[src/rtl/core/smvp_pkg.sv]
// package: shared types, constants and tables of the straight move velocity profile
`timescale 1ns / 1ps
`default_nettype none
package smvp_pkg;

  localparam int TICK_BITS_DEF = 16;
  localparam int CFG_IDX_W     = 2;
  localparam int VAL_W         = 12;
  localparam int POS_W         = 19;
  localparam int HDG_W         = 16;
  localparam int TURN_W        = 17;

  // configuration register indexes
  localparam logic [CFG_IDX_W-1:0] REG_DIST  = 2'd0;
  localparam logic [CFG_IDX_W-1:0] REG_PEAK  = 2'd1;
  localparam logic [CFG_IDX_W-1:0] REG_FINAL = 2'd2;
  localparam logic [CFG_IDX_W-1:0] REG_START = 2'd3;

  // sequencer steps, also the datapath commands
  localparam logic [3:0] OP_NONE = 4'd0;
  localparam logic [3:0] OP_LOAD = 4'd1;
  localparam logic [3:0] OP_TEST = 4'd2;
  localparam logic [3:0] OP_SQOP = 4'd3;
  localparam logic [3:0] OP_SQRT = 4'd4;
  localparam logic [3:0] OP_MULA = 4'd5;
  localparam logic [3:0] OP_MULB = 4'd6;
  localparam logic [3:0] OP_DIV  = 4'd7;
  localparam logic [3:0] OP_VSEL = 4'd8;
  localparam logic [3:0] OP_CORD = 4'd9;
  localparam logic [3:0] OP_TURN = 4'd10;
  localparam logic [3:0] OP_OUT  = 4'd11;

  // last step index of each iterative unit
  localparam logic [3:0] SQRT_LAST = 4'd13;
  localparam logic [3:0] DIV_LAST  = 4'd12;
  localparam logic [3:0] CORD_LAST = 4'd15;

  typedef struct packed {
    logic [3:0] op;
    logic [3:0] step;
  } cmd_t;

  typedef struct packed {
    logic finished;
  } stat_t;

  // arctangent of 2^-i in 2^-16 rad
  function automatic logic signed [19:0] atan_lut(input logic [3:0] i);
    logic signed [19:0] a;
    case (i)
      4'd0:    a = 20'sd51472;
      4'd1:    a = 20'sd30386;
      4'd2:    a = 20'sd16055;
      4'd3:    a = 20'sd8150;
      4'd4:    a = 20'sd4091;
      4'd5:    a = 20'sd2047;
      4'd6:    a = 20'sd1024;
      4'd7:    a = 20'sd512;
      4'd8:    a = 20'sd256;
      4'd9:    a = 20'sd128;
      4'd10:   a = 20'sd64;
      4'd11:   a = 20'sd32;
      4'd12:   a = 20'sd16;
      4'd13:   a = 20'sd8;
      4'd14:   a = 20'sd4;
      default: a = 20'sd2;
    endcase
    return a;
  endfunction

endpackage
`default_nettype wire

[src/rtl/core/smvp_ctrl.sv]
// controller: step sequencer and output handshake of the velocity profile
`timescale 1ns / 1ps
`default_nettype none
module smvp_ctrl (
  input  wire logic           clk,
  input  wire logic           rst_n,
  input  wire logic           in_valid,
  output logic                in_ready,
  output logic                out_valid,
  input  wire logic           out_ready,
  input  wire smvp_pkg::stat_t stat,
  output smvp_pkg::cmd_t      cmd
);
  import smvp_pkg::*;

  logic [3:0] state_r, state_nxt;
  logic [3:0] cnt_r, cnt_nxt;
  logic       out_valid_r, out_valid_nxt;
  logic       load_out;

  assign in_ready  = (state_r == OP_NONE);
  assign out_valid = out_valid_r;
  assign load_out  = (state_r == OP_OUT) && (!out_valid_r || out_ready);

  // command to the datapath
  always_comb begin
    cmd.step = cnt_r;
    case (state_r)
      OP_NONE: cmd.op = (in_valid) ? OP_LOAD : OP_NONE;
      OP_OUT:  cmd.op = (load_out) ? OP_OUT : OP_NONE;
      default: cmd.op = state_r;
    endcase
  end

  // next step
  always_comb begin
    state_nxt = state_r;
    cnt_nxt   = 4'd0;
    case (state_r)
      OP_NONE: if (in_valid) state_nxt = OP_TEST;
      OP_TEST: state_nxt = OP_SQOP;
      OP_SQOP: state_nxt = (stat.finished) ? OP_OUT : OP_SQRT;
      OP_SQRT: begin
        if (cnt_r == SQRT_LAST) state_nxt = OP_MULA;
        else cnt_nxt = cnt_r + 4'd1;
      end
      OP_MULA: state_nxt = OP_MULB;
      OP_MULB: state_nxt = OP_DIV;
      OP_DIV: begin
        if (cnt_r == DIV_LAST) state_nxt = OP_VSEL;
        else cnt_nxt = cnt_r + 4'd1;
      end
      OP_VSEL: state_nxt = OP_CORD;
      OP_CORD: begin
        if (cnt_r == CORD_LAST) state_nxt = OP_TURN;
        else cnt_nxt = cnt_r + 4'd1;
      end
      OP_TURN: state_nxt = OP_OUT;
      OP_OUT:  if (load_out) state_nxt = OP_NONE;
      default: state_nxt = OP_NONE;
    endcase
  end

  // output valid flag
  always_comb begin
    out_valid_nxt = out_valid_r;
    if (out_ready) out_valid_nxt = 1'b0;
    if (load_out) out_valid_nxt = 1'b1;
  end

  always_ff @(posedge clk) begin
    if (!rst_n) begin
      state_r     <= OP_NONE;
      cnt_r       <= 4'd0;
      out_valid_r <= 1'b0;
    end else begin
      state_r     <= state_nxt;
      cnt_r       <= cnt_nxt;
      out_valid_r <= out_valid_nxt;
    end
  end

endmodule
`default_nettype wire

[src/rtl/core/smvp_dp.sv]
// datapath: config registers, square root, ramp divider, cordic and output registers
`timescale 1ns / 1ps
`default_nettype none
module smvp_dp #(
  parameter int TICK_COUNT_BITS = smvp_pkg::TICK_BITS_DEF
) (
  input  wire logic                                   clk,
  input  wire logic                                   rst_n,
  input  wire smvp_pkg::cmd_t                         cmd,
  output smvp_pkg::stat_t                             stat,
  input  wire logic                                   cfg_we,
  input  wire logic [smvp_pkg::CFG_IDX_W-1:0]         cfg_index,
  input  wire logic [smvp_pkg::VAL_W-1:0]             cfg_data,
  input  wire logic                                   in_first_tick,
  input  wire logic signed [smvp_pkg::POS_W-1:0]      in_pos_x,
  input  wire logic signed [smvp_pkg::POS_W-1:0]      in_pos_y,
  input  wire logic signed [smvp_pkg::HDG_W-1:0]      in_heading,
  output logic [smvp_pkg::VAL_W-1:0]                  out_speed_target,
  output logic signed [smvp_pkg::TURN_W-1:0]          out_turn_rate_target,
  output logic                                        out_move_done
);
  import smvp_pkg::*;

  localparam logic [TICK_COUNT_BITS-1:0] TICK_MAX = {TICK_COUNT_BITS{1'b1}};

  logic [11:0] dist_r, peak_r, final_r, start_r;
  logic [TICK_COUNT_BITS-1:0] tick_r;
  logic fin_r, first_r;
  logic signed [18:0] px_r, py_r;
  logic signed [15:0] hd_r;
  logic [19:0] mag_r;
  logic [27:0] sq_n_r, sq_r_r;
  logic [23:0] tt_r, dd_r;
  logic [13:0] k_r;
  logic        ramp_en_r;
  logic [37:0] num_r;
  logic [24:0] rem_r;
  logic [12:0] q_r;
  logic [11:0] v_r;
  logic signed [35:0] cx_r, cy_r;
  logic signed [19:0] cz_r;
  logic signed [16:0] turn_r;

  // end test and remaining distance
  logic [TICK_COUNT_BITS-1:0] tick_eff;
  logic fin_eff;
  logic signed [20:0] dist64, limit, extra;
  assign tick_eff = first_r ? '0 : tick_r;
  assign fin_eff  = first_r ? 1'b0 : fin_r;
  assign dist64   = $signed({3'b000, dist_r, 6'b000000});
  assign limit    = dist64 - ((final_r != 12'd0) ? 21'sd768 : 21'sd64);
  assign extra    = dist64 - 21'(px_r);

  // square root step
  logic [27:0] sq_bit, sq_trial;
  logic [4:0]  sq_sh;
  assign sq_sh    = 5'd26 - {cmd.step, 1'b0};
  assign sq_bit   = 28'd1 << sq_sh;
  assign sq_trial = sq_r_r + sq_bit;

  // ramp terms
  logic [11:0] dd, t12;
  assign dd  = peak_r - start_r;
  assign t12 = tick_r[11:0];

  // divider step
  logic [3:0]  dv_i;
  logic [24:0] dv_cur;
  logic [25:0] dv_sh;
  assign dv_i   = 4'd12 - cmd.step;
  assign dv_cur = (cmd.step == 4'd0) ? num_r[37:13] : rem_r;
  assign dv_sh  = {dv_cur, num_r[dv_i]};

  // speed selection and cordic start vector
  logic [13:0] vd, va, vmin;
  logic [11:0] vsel;
  assign vd = sq_r_r[14:1];
  assign va = {2'b00, start_r} + {1'b0, q_r};
  always_comb begin
    vmin = {2'b00, peak_r};
    if (vd < vmin) vmin = vd;
    if (ramp_en_r && (va < vmin)) vmin = va;
    vsel = vmin[11:0];
  end

  // cordic step
  logic signed [35:0] cdx, cdy;
  assign cdx = cy_r >>> cmd.step;
  assign cdy = cx_r >>> cmd.step;

  // rotation scaling, truncation toward zero, saturation
  logic signed [23:0] tdiff, tprod, tq;
  logic signed [16:0] tsat;
  assign tdiff = 24'(cz_r) - (24'(hd_r) <<< 4);
  assign tprod = tdiff * 24'sd5;
  assign tq    = (tprod + ((tprod < 0) ? 24'sd15 : 24'sd0)) >>> 4;
  always_comb begin
    if (tq > 24'sd65535) tsat = 17'sd65535;
    else if (tq < -24'sd65536) tsat = -17'sd65536;
    else tsat = tq[16:0];
  end

  assign stat.finished = fin_r;

  // configuration and move state
  always_ff @(posedge clk) begin
    if (!rst_n) begin
      dist_r  <= '0;
      peak_r  <= '0;
      final_r <= '0;
      start_r <= '0;
      tick_r  <= '0;
      fin_r   <= 1'b0;
    end else begin
      if (cfg_we) begin
        case (cfg_index)
          REG_DIST:  dist_r  <= cfg_data;
          REG_PEAK:  peak_r  <= cfg_data;
          REG_FINAL: final_r <= cfg_data;
          REG_START: start_r <= cfg_data;
          default:   dist_r  <= dist_r;
        endcase
      end
      if (cmd.op == OP_TEST) begin
        tick_r <= tick_eff;
        fin_r  <= fin_eff | (21'(px_r) > limit);
      end
      if ((cmd.op == OP_OUT) && !fin_r && (tick_r != TICK_MAX)) tick_r <= tick_r + 1'b1;
    end
  end

  // working registers
  always_ff @(posedge clk) begin
    case (cmd.op)
      OP_LOAD: begin
        first_r <= in_first_tick;
        px_r    <= in_pos_x;
        py_r    <= in_pos_y;
        hd_r    <= in_heading;
      end
      OP_TEST: mag_r <= extra[20] ? 20'(-extra) : extra[19:0];
      OP_SQOP: begin
        sq_n_r <= 28'(mag_r) * 28'd150 + {2'b00, 24'(final_r) * 24'(final_r), 2'b00};
        sq_r_r <= '0;
      end
      OP_SQRT: begin
        if (sq_n_r >= sq_trial) begin
          sq_n_r <= sq_n_r - sq_trial;
          sq_r_r <= (sq_r_r >> 1) + sq_bit;
        end else begin
          sq_r_r <= sq_r_r >> 1;
        end
      end
      OP_MULA: begin
        tt_r      <= t12 * t12;
        dd_r      <= dd * dd;
        k_r       <= 14'(dd) * 14'd3 - {1'b0, t12, 1'b0};
        ramp_en_r <= (peak_r > start_r) && (tick_r < TICK_COUNT_BITS'(dd));
      end
      OP_MULB: num_r <= 38'(tt_r) * 38'(k_r);
      OP_DIV: begin
        if (dv_sh >= {2'b00, dd_r}) begin
          rem_r <= 25'(dv_sh - {2'b00, dd_r});
          q_r   <= {q_r[11:0], 1'b1};
        end else begin
          rem_r <= dv_sh[24:0];
          q_r   <= {q_r[11:0], 1'b0};
        end
      end
      OP_VSEL: begin
        v_r  <= vsel;
        cx_r <= (36'sd19200 + 36'($signed({1'b0, vsel, 5'b00000}))) <<< 8;
        cy_r <= -((36'(py_r) * 36'sd25) <<< 8);
        cz_r <= '0;
      end
      OP_CORD: begin
        if (cy_r > 0) begin
          cx_r <= cx_r + cdx;
          cy_r <= cy_r - cdy;
          cz_r <= cz_r + atan_lut(cmd.step);
        end else begin
          cx_r <= cx_r - cdx;
          cy_r <= cy_r + cdy;
          cz_r <= cz_r - atan_lut(cmd.step);
        end
      end
      OP_TURN: turn_r <= tsat;
      OP_OUT: begin
        out_speed_target     <= fin_r ? final_r : v_r;
        out_turn_rate_target <= fin_r ? 17'sd0 : turn_r;
        out_move_done        <= fin_r;
      end
      default: q_r <= q_r;
    endcase
  end

endmodule
`default_nettype wire

[src/rtl/core/straight_move_velocity_profile.sv]
// top level: straight move velocity profile with look-ahead steering
//
// channel | direction | handshake           | payload
// cfg     | in        | cfg_valid/cfg_ready | cfg_index, cfg_data
// in      | in        | in_valid/in_ready   | first_tick, pos_x, pos_y, heading
// out     | out       | out_valid/out_ready | speed_target, turn_rate_target, move_done
//
// a request runs through the 14-step square root, the 13-step ramp divider and the
// 16-step cordic, one after another and one request at a time; a request for a
// finished move skips all three and goes straight to the output register.
// a finished result waits in the output register while the next request is worked on.
// synchronous active-low reset clears config, tick count, done flag and handshake state.
// config writes are always taken (cfg_ready high).
`timescale 1ns / 1ps
`default_nettype none
module straight_move_velocity_profile #(
  parameter int TICK_COUNT_BITS = smvp_pkg::TICK_BITS_DEF
) (
  input  wire logic                                clk,
  input  wire logic                                rst_n,
  input  wire logic                                cfg_valid,
  output logic                                     cfg_ready,
  input  wire logic [smvp_pkg::CFG_IDX_W-1:0]      cfg_index,
  input  wire logic [smvp_pkg::VAL_W-1:0]          cfg_data,
  input  wire logic                                in_valid,
  output logic                                     in_ready,
  input  wire logic                                in_first_tick,
  input  wire logic signed [smvp_pkg::POS_W-1:0]   in_pos_x,
  input  wire logic signed [smvp_pkg::POS_W-1:0]   in_pos_y,
  input  wire logic signed [smvp_pkg::HDG_W-1:0]   in_heading,
  output logic                                     out_valid,
  input  wire logic                                out_ready,
  output logic [smvp_pkg::VAL_W-1:0]               out_speed_target,
  output logic signed [smvp_pkg::TURN_W-1:0]       out_turn_rate_target,
  output logic                                     out_move_done
);
  import smvp_pkg::*;

  cmd_t  cmd;
  stat_t stat;

  assign cfg_ready = 1'b1;

  // sequencer
  smvp_ctrl u_ctrl (
    .clk       (clk),
    .rst_n     (rst_n),
    .in_valid  (in_valid),
    .in_ready  (in_ready),
    .out_valid (out_valid),
    .out_ready (out_ready),
    .stat      (stat),
    .cmd       (cmd)
  );

  // arithmetic
  smvp_dp #(
    .TICK_COUNT_BITS (TICK_COUNT_BITS)
  ) u_dp (
    .clk                  (clk),
    .rst_n                (rst_n),
    .cmd                  (cmd),
    .stat                 (stat),
    .cfg_we               (cfg_valid),
    .cfg_index            (cfg_index),
    .cfg_data             (cfg_data),
    .in_first_tick        (in_first_tick),
    .in_pos_x             (in_pos_x),
    .in_pos_y             (in_pos_y),
    .in_heading           (in_heading),
    .out_speed_target     (out_speed_target),
    .out_turn_rate_target (out_turn_rate_target),
    .out_move_done        (out_move_done)
  );

endmodule
`default_nettype wire

[config.mk]
export PLATFORM = sky130hd
export DESIGN_NAME = straight_move_velocity_profile
export DESIGN_NICKNAME = d
export VERILOG_FILES = /design/src/rtl/core/smvp_pkg.sv /design/src/rtl/core/smvp_ctrl.sv /design/src/rtl/core/smvp_dp.sv /design/src/rtl/core/straight_move_velocity_profile.sv
export SDC_FILE = /design/constraint.sdc
export NUM_CORES = 2
export LEC_CHECK = 0
export BUFFER_PORTS_ARGS = -buffer_cell sky130_fd_sc_hd__buf_2
export CORE_MARGIN = 2
export CORE_UTILIZATION = 50
export DETAILED_ROUTE_END_ITERATION = 16
export GPL_TIMING_DRIVEN = 0
export PLACE_DENSITY = 0.62
export SKIP_CTS_REPAIR_TIMING = 1
export SLEW_MARGIN = 15
export SYNTH_ARGS = -nofsm -noshare
export SYNTH_HDL_FRONTEND = slang
export SYNTH_SLANG_ARGS = --single-unit
[constraint.sdc]
create_clock -name clk -period 11.4 [get_ports clk]
set_input_delay 1.71 -clock clk [delete_from_list [all_inputs] [get_ports clk]]
set_output_delay 1.71 -clock clk [all_outputs]
set_load 0.01 [all_outputs]
==> summary.txt <==
final instance area: 72100 µm²
top post-synthesis cells by area: edfxtp_1 19%, fa_1 17%, ha_1 15%
Yosys reg bits: 508
synth unique cells: 98
first-pass GRT wire length: 293 mm
grt ovf: 0
Num CTS Buffers: 68
Worst Tran Pin Value: 1.27 ns
Synth-to-Final Area Change: 8.20%
number of fill cells in the layout: 12100
Crit path top cell by count: a31o_2
status: completed
1st-iter DRT viols: 3778
Hold Fails Final Rpt: 0
nets: 8754
CP endpoint kind: flop
Core Util, Final: 54.7%
worst hold stages: 0
CP required: 11.76 ns
dpl ws: 0.835 ns
largest net degree at the start of global routing: 49
Rows: 133
fin worst setup slack: 0.565 ns
crit path DAT: 11.19 ns
most frequent cells in the layout: 934 x inv_1, 791 x ha_1, 634 x nand2_1
CP max FO: 26
RSZ-0062 raised after global routing: no
dpl hpwl: 151 mm
CP peak stage delay: 0.79 ns
GP Congestion: 1.01
Setup-failing EPs final: 0
Setup Skew: 0.0758 ns
Vias per Instance: 5.73
initial core utilization: 50.5%
yosys warns: 0
area leader, netlist: edfxtp_1
Tot GR Track Use: 27.4%
fmax: 0.0923 GHz
DR pass1 iterations: 6
Cells after Synth: 7145
port buffer count: 105
synthesized area: 66700 µm²
most used flip-flop cell after synthesis: edfxtp_1
crit path kind: flop to flop
share of layout cells above drive strength 1: 6.87%
Min-Delay Path Class: flop to flop
clk_lat worst skew: 0.71 ns
die height: 369 µm
DRC violations left: 0
CTS Root Cell: clkbuf_16
die area: 136000 µm²
slew margin rel.: 14.8%
number of synthesized flops with an enable pin: 418
sequential-to-total area share from yosys stat: 21.5%
Avg Inst Size Synth: 9.33 µm²
Clock Sinks: 508
Longest Clk Path Bufs: 3
minimum clock period: 10.84 ns
final antenna-violating net count: 0
commonest non-fill, non-tap cell in the layout: inv_1
CP max-delay cell: o211ai_1
Worst-path clk slew: 0.06 ns
die width: 369 µm
Tcrit/Tclk final: 95.0%
R2R depth: 33
# IOs: 107
post-synth top area share: 18.8%
max-slew violations: 0
Post-synth ARST share: 0%
non-filler instance count after layout: 9149
placed insts: 9022
MaxCap Viol Count: 0
CTS tree: done
vias: 52500
CP Launch Type: flop
core area: 132000 µm²
initial antenna violation count: 3
total wire length: 186 mm
DR WL/cell: 20.3 µm
H-Tree Depth: 3
instance area after placement: 69800 µm²
vias in the first global route: 52400
state kept, by name, indices dropped and copies added (netlist names), 19 cells and up, named ones only:
name,flops
u_dp.num_r,38
u_dp.cx_r,36
u_dp.cy_r,36
u_dp.sq_n_r,28
u_dp.sq_r_r,28
u_dp.rem_r,25
u_dp.tt_r,23
u_dp.dd_r,22
u_dp.cz_r,20
u_dp.mag_r,20
u_dp.px_r,19
u_dp.py_r,19
cell families after synthesis:
kind of cell,after synthesis,share of synthesized area (%)
DFF,508,21.5
other,2,0.0113
muxes,250,5.83
buffers and inverters,1171,6.77
and+or+nand+nor,1995,14.3
adders and majority gates,1343,31.4
AOI/OAI and AO/OA,1343,13.1
xor gates and xnor gates,533,7.00
layer usage:
layer,up-vias,wire length (µm),GRT usage [%]
met4,0,5660,8.03
met3,278,10500,3.84
met1,25800,83100,37.6
li1,25000,-,-
met5,-,0,0
met2,1420,86500,45.2
worst max-delay path, delay by kind of cell, from the launching register on:
kind / cells / cell delay [ns]
AND/OR/NAND/NOR: 7 / 1.06
XOR/XNOR: 2 / 0.40
flip-flops: 1 / 0.50
AO/OA/AOI/OAI: 13 / 3.35
adder cells (fa/ha/maj): 3 / 0.78
buffers and inverters: 8 / 4.32
path summary, 6_finish.rpt:
| kind | startpoint | endpoint | slack, ns |
|---|---|---|---|
| worst max register to register | u_ctrl.cnt_r[3]$_SDFF_PN0_ | u_dp.sq_n_r[23]$_DFFE_PP_ | 0.56 |
| worst max-delay path | u_ctrl.cnt_r[3]$_SDFF_PN0_ | u_dp.sq_n_r[23]$_DFFE_PP_ | 0.56 |
| worst min register to register | u_dp.stat$_SDFFE_PN0N_ | u_dp.out_move_done$_DFFE_PN_ | 0.46 |
| worst min-delay path | u_dp.stat$_SDFFE_PN0N_ | u_dp.out_move_done$_DFFE_PN_ | 0.46 |
synth_stat cells (90+ instances only):
library cell,instances
inv_1,935
ha_1,791
nand2_1,634
fa_1,552
nor2_1,500
edfxtp_1,418
a21oi_1,375
xnor2_1,323
o21ai_0,263
and2_1,217
xor2_1,210
clkbuf_1,178
a21o_1,154
nor3_1,120
nor2b_1,101
nand3_1,98
dfxtp_1,90
layout make-up:
class                   instances  area, µm²  area share, %
diodes                          3       7.51         0.0104
plain buffers                 220        945           1.31
clock buffers                  80       1780           2.46
clock inverters                44        568          0.788
inverters                     951       3570           4.95
multi-input cells            5468      47900           66.4
flip-flops and latches        508      14400           19.9
well taps                    1755       2200           3.04
repair buffers                120        826           1.14
per-stage QoR:
stage | TNS, ns | hold WS, ns
after global placement | -18.60 | 0.437
after floorplan | 0 | 0.406
after global routing | 0 | 0.470
after CTS | 0 | 0.452
final | 0 | 0.457
after detailed placement | 0 | 0.437
Power is not shown: default switching activity piles up to over one toggle a cycle in this logic, so the estimate is an artifact.
